<file path="src/hw/rtl/rrts_pkg.sv">
// ----------------------------------------------------------------------------
// rrts_pkg - shared types and constants for the thread scheduler
// Field widths, stream packing positions, operation and status codes.
// ----------------------------------------------------------------------------
package rrts_pkg;

  localparam int OPCODE_W = 3;
  localparam int TID_W    = 3;
  localparam int WORK_W   = 4;
  localparam int STATUS_W = 2;
  localparam int TSTATE_W = 2;

  // input item packing, lowest bit first
  localparam int IN_OP_LSB   = 0;
  localparam int IN_TID_LSB  = IN_OP_LSB + OPCODE_W;
  localparam int IN_WC_LSB   = IN_TID_LSB + TID_W;
  localparam int IN_USED_W   = IN_WC_LSB + WORK_W;
  localparam int IN_TDATA_W  = ((IN_USED_W + 7) / 8) * 8;

  // result item packing, lowest bit first
  localparam int OUT_ST_LSB    = 0;
  localparam int OUT_RTHR_LSB  = OUT_ST_LSB + STATUS_W;
  localparam int OUT_RST_LSB   = OUT_RTHR_LSB + TID_W;
  localparam int OUT_HELD_BIT  = OUT_RST_LSB + TSTATE_W;
  localparam int OUT_OWN_LSB   = OUT_HELD_BIT + 1;
  localparam int OUT_WOKE_BIT  = OUT_OWN_LSB + TID_W;
  localparam int OUT_USED_W    = OUT_WOKE_BIT + 1;
  localparam int OUT_TDATA_W   = ((OUT_USED_W + 7) / 8) * 8;

  typedef logic [OPCODE_W-1:0] opcode_t;
  typedef logic [STATUS_W-1:0] status_t;
  typedef logic [TSTATE_W-1:0] tstate_t;

  localparam opcode_t OP_CREATE   = 3'd0;
  localparam opcode_t OP_DISPATCH = 3'd1;
  localparam opcode_t OP_YIELD    = 3'd2;
  localparam opcode_t OP_LOCK     = 3'd3;
  localparam opcode_t OP_UNLOCK   = 3'd4;

  localparam status_t STAT_OK      = 2'd0;
  localparam status_t STAT_BLOCKED = 2'd1;
  localparam status_t STAT_NOREADY = 2'd2;
  localparam status_t STAT_ERROR   = 2'd3;

  localparam tstate_t TS_READY    = 2'd0;
  localparam tstate_t TS_RUNNING  = 2'd1;
  localparam tstate_t TS_BLOCKED  = 2'd2;
  localparam tstate_t TS_FINISHED = 2'd3;

  // controller to datapath commands
  typedef struct packed {
    logic capture;   // latch item, issue table and queue head reads
    logic execute;   // apply operation, load result register
  } ctrl_cmd_t;

endpackage

</file>
<file path="src/hw/rtl/rrts_fifo.sv">
// ----------------------------------------------------------------------------
// rrts_fifo - thread id queue
// Circular buffer with registered head read, push and pop.
// ----------------------------------------------------------------------------
module rrts_fifo #(
  parameter int DEPTH = 8,
  parameter int DW    = 3
) (
  input  logic          clk,
  input  logic          rst_n,
  input  logic          rd_en,
  input  logic          push,
  input  logic [DW-1:0] push_data,
  input  logic          pop,
  output logic [DW-1:0] rd_data,
  output logic          empty
);

  localparam int PW = (DEPTH > 1) ? $clog2(DEPTH) : 1;
  localparam int CW = $clog2(DEPTH + 1);

  logic [DW-1:0] ent [DEPTH];
  logic [PW-1:0] head_r, head_nxt, tail_r, tail_nxt;
  logic [CW-1:0] count_r, count_nxt;
  logic [DW-1:0] rd_data_r;
  logic          full, do_push, do_pop;

  assign full    = (count_r == CW'(DEPTH));
  assign empty   = (count_r == '0);
  assign do_push = push && !full;   // a push into a full queue is dropped
  assign do_pop  = pop && !empty;
  assign rd_data = rd_data_r;

  always_comb begin
    head_nxt  = head_r;
    tail_nxt  = tail_r;
    count_nxt = count_r;
    if (do_push) begin
      tail_nxt = (tail_r == PW'(DEPTH - 1)) ? '0 : tail_r + 1'b1;
    end
    if (do_pop) begin
      head_nxt = (head_r == PW'(DEPTH - 1)) ? '0 : head_r + 1'b1;
    end
    if (do_push && !do_pop) begin
      count_nxt = count_r + 1'b1;
    end else if (do_pop && !do_push) begin
      count_nxt = count_r - 1'b1;
    end
  end

  always_ff @(posedge clk) begin
    if (!rst_n) begin
      head_r  <= '0;
      tail_r  <= '0;
      count_r <= '0;
    end else begin
      head_r  <= head_nxt;
      tail_r  <= tail_nxt;
      count_r <= count_nxt;
    end
  end

  always_ff @(posedge clk) begin
    if (do_push) begin
      ent[tail_r] <= push_data;
    end
    if (rd_en) begin
      rd_data_r <= ent[head_r];
    end
  end

endmodule

</file>
<file path="src/hw/rtl/rrts_ctrl.sv">
// ----------------------------------------------------------------------------
// rrts_ctrl - scheduler sequencer
// Two-step item sequence and result register handshake.
// ----------------------------------------------------------------------------
module rrts_ctrl (
  input  logic               clk,
  input  logic               rst_n,
  input  logic               in_tvalid,
  output logic               in_tready,
  output logic               out_tvalid,
  input  logic               out_tready,
  output rrts_pkg::ctrl_cmd_t cmd
);

  import rrts_pkg::*;

  typedef enum logic {S_IDLE, S_EXEC} state_t;

  state_t state_r, state_nxt;
  logic   out_valid_r, out_valid_nxt;

  always_comb begin
    cmd.capture = (state_r == S_IDLE) && in_tvalid;
    cmd.execute = (state_r == S_EXEC) && (!out_valid_r || out_tready);

    state_nxt     = state_r;
    out_valid_nxt = out_valid_r;
    if (out_tready) begin
      out_valid_nxt = 1'b0;
    end
    case (state_r)
      S_IDLE: begin
        if (cmd.capture) begin
          state_nxt = S_EXEC;
        end
      end
      S_EXEC: begin
        if (cmd.execute) begin
          state_nxt     = S_IDLE;
          out_valid_nxt = 1'b1;
        end
      end
      default: state_nxt = S_IDLE;
    endcase
  end

  always_ff @(posedge clk) begin
    if (!rst_n) begin
      state_r     <= S_IDLE;
      out_valid_r <= 1'b0;
    end else begin
      state_r     <= state_nxt;
      out_valid_r <= out_valid_nxt;
    end
  end

  assign in_tready  = (state_r == S_IDLE);
  assign out_tvalid = out_valid_r;

endmodule

</file>
<file path="src/hw/rtl/rrts_dp.sv">
// ----------------------------------------------------------------------------
// rrts_dp - scheduler datapath
// Thread table, ready and wait queues, lock and running registers.
// ----------------------------------------------------------------------------
module rrts_dp #(
  parameter int MAX_THREADS = 8
) (
  input  logic                                 clk,
  input  logic                                 rst_n,
  input  rrts_pkg::ctrl_cmd_t                  cmd,
  input  logic [rrts_pkg::IN_TDATA_W-1:0]      in_tdata,
  output logic [rrts_pkg::OUT_TDATA_W-1:0]     out_tdata
);

  import rrts_pkg::*;

  localparam int IDW = $clog2(MAX_THREADS);
  localparam int CNW = $clog2(MAX_THREADS + 1);
  localparam int KW  = CNW + TID_W;

  // captured item
  opcode_t           op_r;
  logic [TID_W-1:0]  tid_r;
  logic [WORK_W-1:0] wc_r;

  // thread table
  tstate_t           thread_status [MAX_THREADS];
  logic [WORK_W-1:0] work_left     [MAX_THREADS];
  tstate_t           ts_rd_r;
  logic [WORK_W-1:0] wl_rd_r;

  logic [CNW-1:0] created_r, created_nxt;
  logic           lock_r, lock_nxt;
  logic [IDW-1:0] owner_r, owner_nxt;
  logic           run_valid_r, run_valid_nxt;
  logic [IDW-1:0] run_id_r, run_id_nxt;

  logic [OUT_TDATA_W-1:0] out_data_r;

  // queues
  logic           rq_push, rq_pop, rq_empty, wq_push, wq_pop, wq_empty;
  logic [IDW-1:0] rq_push_data, rq_head, wq_head;

  // table write port
  logic              ts_we, wl_we;
  logic [IDW-1:0]    tab_wa;
  tstate_t           ts_wd;
  logic [WORK_W-1:0] wl_wd;

  logic [TID_W-1:0]  in_tid;
  logic [IDW-1:0]    tid_idx;
  logic              known, caller_runs;
  logic [WORK_W-1:0] wl_dec;

  status_t          res_status;
  logic [TID_W-1:0] res_thread;
  tstate_t          res_state;
  logic             res_woke;

  assign in_tid      = in_tdata[IN_TID_LSB +: TID_W];
  assign tid_idx     = IDW'(tid_r);
  assign known       = KW'(tid_r) < KW'(created_r);
  assign caller_runs = run_valid_r && (run_id_r == tid_idx);
  assign wl_dec      = (wl_rd_r == '0) ? '0 : wl_rd_r - 1'b1;

  rrts_fifo #(.DEPTH(MAX_THREADS), .DW(IDW)) u_ready_q (
    .clk       (clk),
    .rst_n     (rst_n),
    .rd_en     (cmd.capture),
    .push      (rq_push),
    .push_data (rq_push_data),
    .pop       (rq_pop),
    .rd_data   (rq_head),
    .empty     (rq_empty)
  );

  rrts_fifo #(.DEPTH(MAX_THREADS), .DW(IDW)) u_wait_q (
    .clk       (clk),
    .rst_n     (rst_n),
    .rd_en     (cmd.capture),
    .push      (wq_push),
    .push_data (tid_idx),
    .pop       (wq_pop),
    .rd_data   (wq_head),
    .empty     (wq_empty)
  );

  always_comb begin
    created_nxt   = created_r;
    lock_nxt      = lock_r;
    owner_nxt     = owner_r;
    run_valid_nxt = run_valid_r;
    run_id_nxt    = run_id_r;
    rq_push       = 1'b0;
    rq_push_data  = tid_idx;
    rq_pop        = 1'b0;
    wq_push       = 1'b0;
    wq_pop        = 1'b0;
    ts_we         = 1'b0;
    wl_we         = 1'b0;
    tab_wa        = tid_idx;
    ts_wd         = TS_READY;
    wl_wd         = wc_r;
    res_status    = STAT_ERROR;
    res_thread    = tid_r;
    res_state     = TS_READY;
    res_woke      = 1'b0;

    case (op_r)
      OP_CREATE: begin
        res_thread = '0;
        if (created_r < CNW'(MAX_THREADS)) begin
          tab_wa       = IDW'(created_r);
          ts_we        = 1'b1;
          wl_we        = 1'b1;
          ts_wd        = TS_READY;
          wl_wd        = wc_r;
          rq_push      = 1'b1;
          rq_push_data = IDW'(created_r);
          created_nxt  = created_r + 1'b1;
          res_status   = STAT_OK;
          res_thread   = TID_W'(created_r);
          res_state    = TS_READY;
        end
      end
      OP_DISPATCH: begin
        if (run_valid_r) begin
          res_thread = TID_W'(run_id_r);
          res_state  = TS_RUNNING;
        end else if (rq_empty) begin
          res_status = STAT_NOREADY;
          res_thread = '0;
        end else begin
          rq_pop        = 1'b1;
          tab_wa        = rq_head;
          ts_we         = 1'b1;
          ts_wd         = TS_RUNNING;
          run_valid_nxt = 1'b1;
          run_id_nxt    = rq_head;
          res_status    = STAT_OK;
          res_thread    = TID_W'(rq_head);
          res_state     = TS_RUNNING;
        end
      end
      default: begin
        if (known) begin
          res_state = ts_rd_r;
          case (op_r)
            OP_YIELD: begin
              if (caller_runs) begin
                wl_we         = 1'b1;
                wl_wd         = wl_dec;
                ts_we         = 1'b1;
                ts_wd         = (wl_dec != '0) ? TS_READY : TS_FINISHED;
                rq_push       = (wl_dec != '0);
                run_valid_nxt = 1'b0;
                run_id_nxt    = '0;
                res_status    = STAT_OK;
                res_state     = ts_wd;
              end
            end
            OP_LOCK: begin
              if (caller_runs) begin
                if (!lock_r) begin
                  lock_nxt   = 1'b1;
                  owner_nxt  = tid_idx;
                  res_status = STAT_OK;
                end else begin
                  // held lock, even by the caller: caller waits
                  ts_we         = 1'b1;
                  ts_wd         = TS_BLOCKED;
                  wq_push       = 1'b1;
                  run_valid_nxt = 1'b0;
                  run_id_nxt    = '0;
                  res_status    = STAT_BLOCKED;
                  res_state     = TS_BLOCKED;
                end
              end
            end
            OP_UNLOCK: begin
              if (lock_r && owner_r == tid_idx) begin
                res_status = STAT_OK;
                if (!wq_empty) begin
                  // hand over to the oldest waiter
                  wq_pop       = 1'b1;
                  owner_nxt    = wq_head;
                  tab_wa       = wq_head;
                  ts_we        = 1'b1;
                  ts_wd        = TS_READY;
                  rq_push      = 1'b1;
                  rq_push_data = wq_head;
                  res_woke     = 1'b1;
                  res_thread   = TID_W'(wq_head);
                  res_state    = TS_READY;
                end else begin
                  lock_nxt  = 1'b0;
                  owner_nxt = '0;
                end
              end
            end
            default: ;
          endcase
        end
      end
    endcase

    if (!cmd.execute) begin
      rq_push = 1'b0;
      rq_pop  = 1'b0;
      wq_push = 1'b0;
      wq_pop  = 1'b0;
      ts_we   = 1'b0;
      wl_we   = 1'b0;
    end
  end

  always_ff @(posedge clk) begin
    if (!rst_n) begin
      created_r   <= '0;
      lock_r      <= 1'b0;
      owner_r     <= '0;
      run_valid_r <= 1'b0;
      run_id_r    <= '0;
    end else if (cmd.execute) begin
      created_r   <= created_nxt;
      lock_r      <= lock_nxt;
      owner_r     <= owner_nxt;
      run_valid_r <= run_valid_nxt;
      run_id_r    <= run_id_nxt;
    end
  end

  always_ff @(posedge clk) begin
    if (cmd.capture) begin
      op_r    <= in_tdata[IN_OP_LSB +: OPCODE_W];
      tid_r   <= in_tid;
      wc_r    <= in_tdata[IN_WC_LSB +: WORK_W];
      ts_rd_r <= thread_status[IDW'(in_tid)];
      wl_rd_r <= work_left[IDW'(in_tid)];
    end
    if (ts_we) begin
      thread_status[tab_wa] <= ts_wd;
    end
    if (wl_we) begin
      work_left[tab_wa] <= wl_wd;
    end
    if (cmd.execute) begin
      out_data_r <= {(OUT_TDATA_W - OUT_USED_W)'(0), res_woke,
                     TID_W'(owner_nxt), lock_nxt, res_state, res_thread, res_status};
    end
  end

  assign out_tdata = out_data_r;

endmodule

</file>
<file path="src/hw/rtl/round_robin_thread_scheduler_mutex.sv">
// ----------------------------------------------------------------------------
// round_robin_thread_scheduler_mutex - thread scheduler with a shared lock
// Top level: sequencer, datapath and the stream ports.
// ----------------------------------------------------------------------------
// Each input item is one scheduler operation (create, dispatch, yield, lock,
// unlock) and gives exactly one result item. The accept step reads the
// caller's thread table entry and both queue heads into registers; the
// execute step then applies the operation and loads the result register.
// The thread table and the two queues are single-port memories with
// registered reads. A finished result waits in the output register while
// the next item is accepted; if the result is still not taken when that
// item is ready to complete, the block holds in its execute step. No
// clearing pass: only table and queue entries that were written are ever
// used.
// ----------------------------------------------------------------------------
module round_robin_thread_scheduler_mutex #(
  parameter int MAX_THREADS = 8       // thread table and queue depth, 2..8
) (
  input  logic                              clk,
  input  logic                              rst_n,
  input  logic                              in_tvalid,
  output logic                              in_tready,
  // opcode[2:0], thread_id[5:3], work_count[9:6], zero fill
  input  logic [rrts_pkg::IN_TDATA_W-1:0]   in_tdata,
  output logic                              out_tvalid,
  input  logic                              out_tready,
  // status[1:0], result_thread[4:2], result_state[6:5], lock_held[7],
  // lock_owner[10:8], woke_waiter[11], zero fill
  output logic [rrts_pkg::OUT_TDATA_W-1:0]  out_tdata
);

  import rrts_pkg::*;

  ctrl_cmd_t cmd;

  // sequencer: accept, then execute once the result register is free
  rrts_ctrl u_ctrl (
    .clk        (clk),
    .rst_n      (rst_n),
    .in_tvalid  (in_tvalid),
    .in_tready  (in_tready),
    .out_tvalid (out_tvalid),
    .out_tready (out_tready),
    .cmd        (cmd)
  );

  // table, queues, lock and running thread
  rrts_dp #(.MAX_THREADS(MAX_THREADS)) u_dp (
    .clk       (clk),
    .rst_n     (rst_n),
    .cmd       (cmd),
    .in_tdata  (in_tdata),
    .out_tdata (out_tdata)
  );

endmodule

</file>
<file path="config.mk">
export PLATFORM = sky130hd
export DESIGN_NAME = round_robin_thread_scheduler_mutex
export DESIGN_NICKNAME = d
export VERILOG_FILES = /design/src/hw/rtl/rrts_pkg.sv /design/src/hw/rtl/rrts_fifo.sv /design/src/hw/rtl/rrts_ctrl.sv /design/src/hw/rtl/rrts_dp.sv /design/src/hw/rtl/round_robin_thread_scheduler_mutex.sv
export SDC_FILE = /design/constraint.sdc
export NUM_CORES = 1
export LEC_CHECK = 0
export BUFFER_PORTS_ARGS = -buffer_cell sky130_fd_sc_hd__buf_2
export CORE_MARGIN = 2
export CORE_UTILIZATION = 45
export DETAILED_ROUTE_END_ITERATION = 8
export GPL_ROUTABILITY_DRIVEN = 0
export PLACE_DENSITY = 0.64
export REMOVE_ABC_BUFFERS = 1
export SYNTH_ARGS = -nofsm -noshare
export SYNTH_HDL_FRONTEND = slang
export SYNTH_SLANG_ARGS = --single-unit
</file>
<file path="constraint.sdc">
create_clock -name clk -period 6.1 [get_ports clk]
set_input_delay 0.61 -clock clk [delete_from_list [all_inputs] [get_ports clk]]
set_output_delay 0.61 -clock clk [all_outputs]
set_load 0.005 [all_outputs]
</file>
==> metrics.md <==
| Metric | Value |
|---|---|
| Dominant synthesized flop cell | `edfxtp_1` |
| Final hold slack | `approximately 0.35 ns` |
| Hold Buf Count CTS | `0` |
| Net Switching | `557 uW` |
| Relative slew slack | `28.6%` |
| Arr. time, crit path | `4.55 ns` |
| Slew Viols, Final | `0` |
| CTS max path bufs | `2` |
| Fraction of power consumed by sequential logic | `53.1%` |
| Post-synthesis cell type count | `between 70 and 80` |
| Site row count | `47` |
| Slowest-stage cell, CP | `edfxtp_1` |
| GRT Total Usage | `19.2%` |
| Required time worst endpoint | `6.44 ns` |
| Fmax | `around 0.24 GHz` |
| Static leakage power | `2.78 nW` |
| RSZ-0062 raised after global routing | `false` |
| TritonCTS Buffers | `17` |
| Status | `completed` |
| # clock sinks | `164` |
| Initial DRC count | `between 400 and 500` |
| Slowest stage delay, CP | `0.84 ns` |
| Number of antenna violations at the first check in global routing | `0` |
| WS Path Type | `reg -> reg` |
| Mean Syn Cell Area | `between 10 and 15 um^2` |
| Least-Margin Pin Slew | `1.07 ns` |
| Multi-input gate area in the final layout | `2830 um^2` |
| M1 GR Usage | `24.3%` |
| Post-DP HPWL | `approximately 11000 um` |
| DRC | `0` |
| Final WL | `16000 um` |
| Pwr Density | `280 nW/um^2` |
| FFs w/ async S/R, synth | `0%` |
| Top Ports | `38` |
| Total Die Area | `between 15000 and 20000 um^2` |
| Comb pwr share | `5.9%` |
| Tcrit/Tclk final | `68.9%` |
| Fin cells | `815` |
| First-pass DRT Iterations | `5` |
| Synthesized area | `roughly 7600 um^2` |
| Placed cell count | `784` |
| Die Width | `134 um` |
| Total number of vias | `4667` |
| Via/cell ratio | `~5.7` |
| Internal | `around 1.8 mW` |
| Worst-path cell chain | `xnor2_1 > nand2_1 > nor3_2 > a21oi_1 > a21o_1 > inv_4 > ha_1 > inv_1 > ha_1 > a21o_2 > a21oi_1 > xnor2_1 > or3_1 > a21oi_1` |
| Met2 Use GR | `32.1%` |
| Synthesis-stage register bit count | `164` |
| Startpoint types | `flip-flop` |
| Worst vdd ir | `slightly below 0.0002 V` |
| Layout fillers | `1391` |
| Post-synth EDFFs | `130` |
| Buffers on Ports | `27` |
| Initial Utilization | `46.0%` |
| Switching Fraction | `around a quarter` |
| Vias in the first global route | `about 4900` |
| Mapped Cells | `~560` |
| Critical Path Most Common Cell | `a21oi_1` |
| Maxcap violations | `0` |
| Area Growth Syn to Fin | `10.8%` |
| R2R setup slack | `1.89 ns` |
| Clock network power share | `40.9%` |
| Fin. Hold Viols | `0` |
| Final setup viols | `0` |
| Clock Latency Late Sink | `0.43 ns` |
| Met3 GRT Util | `4.95%` |
| Post-Route Skew | `around 0.011 ns` |
| First-pass GRT wire length | `26100 um` |
| Final antenna-violating net count | `0` |
| CTS tree | `built` |
| Largest driver fanout on the critical path | `17` |
| CORE AREA | `16500 um^2` |
| Synth Warn # | `0` |
| Layout cells sized above 1 | `a little over 20%` |
| Clk slew on worst S/H paths | `0.07 ns` |
| GR peak layer | `met2` |
| Nets | `622` |
| Avg WL per Cell | `19.6 um` |
| Die extent in y | `approximately 130 um` |
| Min-delay worst type | `in -> reg` |
| CTS Root Cell | `clkbuf_16` |
| Post-route minimum period | `~4.2 ns` |
| Ant diodes | `0` |
| Setup TNS | `0 ns` |
| H-tree depth | `4` |
| Gr ovfl total | `0` |
| CP Capture Type | `flip-flop` |
| Sequential fraction of the synthesis area | `60.3%` |
| Cts repair resizes | `0` |
| Register area | `4580 um^2` |
| Post-CTS setup buffer count | `0` |
| Largest net degree at the start of global routing | `31` |
path summary, 6_finish.rpt:
kind | end | startpoint | cells past startpoint
min | u_dp.wc_r[3] | in_tdata[9] | 1
max reg2reg | u_dp.u_ready_q.count_r[3] | u_dp.tid_idx[0] | 14
max | u_dp.u_ready_q.count_r[3] | u_dp.tid_idx[0] | 14
min reg2reg | u_ctrl.out_tvalid | u_ctrl.out_tvalid | 2
final cells by class:
cell class,count,share of cell area (%)
Multi-Input combinational cell,358,33.6
Timing Repair Buffer,29,1.78
Inverter,13,0.609
Clock inverter,13,1.22
Tap cell,220,3.27
Sequential cell,164,54.4
Clock buffer,18,5.09
worst max-delay path: cells and delay by family (launching register included):
family	cells	cell delay, ns
flops	1	0.84
xor+xnor	2	0.32
buf+inv	2	0.22
fa+ha+maj	2	0.46
compound gates	5	1.20
simple gates	3	1.07
power by group through the flow:
stage                     Sequential (mW)  Combinational [mW]  Clock (mW)
after floorplan                      1.27              0.0901           0
after global placement               1.28               0.136           0
after detailed placement             1.28               0.139           0
after CTS                            1.25               0.140       0.983
after global routing                 1.26               0.154        1.04
final                                1.25               0.140       0.966
metrics by stage:
step,worst slack [ns],area (um^2),total power [mW],utilization [%]
after floorplan,2.65,7460,1.36,-
after global placement,2.10,7890,1.41,47.8
after detailed placement,2.07,7890,1.42,47.8
after CTS,1.97,8420,2.38,51.0
after global routing,1.57,8420,2.45,51.0
final,1.89,8420,2.36,51.0
cell families (layout without fill, tap and decap cells):
kind of cell / count (synthesis) / in the layout / synth area share (%)
simple gates: 173 / 173 / 12.5
flops: 164 / 164 / 60.3
compound gates: 103 / 103 / 9.43
mux: 44 / 44 / 9.94
buf+inv: 42 / 73 / 2.67
fa+ha+maj: 19 / 19 / 3.32
xor+xnor: 15 / 15 / 1.83
other cells: 1 / 4 / 0.0493
routing by layer:
metal  wire length, um  share of wire [%]
met2              8050                 50
met5                 0                  0
met4               297                1.9
met1              6760                 42
met3               876                5.5
layout by cell type (no fill, tap or decap), types with 5 or more instances in the layout:
cell type,count
edfxtp_1,130
nand2_1,43
nor2_1,39
dfxtp_1,34
buf_2,27
a21oi_1,26
mux4_2,24
o21ai_0,22
nor3_1,18
ha_1,17
clkbuf_16,17
inv_1,12
nand3_1,12
mux2_2,12
nor4_1,11
xnor2_1,10
mux2i_1,8
nand2b_1,6
or3_1,6
nor3b_1,5
cells in the mapped netlist, types with 12 or more instances:
master      n  share of area (%)
a21oi_1    26                1.7
clkbuf_1   12               0.59
dfxtp_1    34                9.0
edfxtp_1  130                 51
ha_1       17                2.8
inv_1      12               0.59
mux2_2     12                1.8
mux4_2     24                7.1
nand2_1    43                2.1
nand3_1    12               0.79
nor2_1     39                1.9
nor3_1     18                1.2
o21ai_0    22                1.4
state kept, by name (all words and copies together), names as in the netlist, 3 cells and up:
name                    cells
u_dp.created_r              4
u_dp.op_r                   3
u_dp.out_tdata             12
u_dp.owner_r                3
u_dp.run_id_r               3
u_dp.thread_status         16
u_dp.tid_idx                3
u_dp.u_ready_q.count_r      4
u_dp.u_ready_q.ent         24
u_dp.u_ready_q.head_r       3
u_dp.u_ready_q.rd_data      3
u_dp.u_ready_q.tail_r       3
u_dp.u_wait_q.count_r       4
u_dp.u_wait_q.ent          24
u_dp.u_wait_q.head_r        3
u_dp.u_wait_q.rd_data       3
u_dp.u_wait_q.tail_r        3
u_dp.wc_r                   4
u_dp.wl_rd_r                4
u_dp.work_left             32
Note: power is estimated with default switching activity, not from simulation.
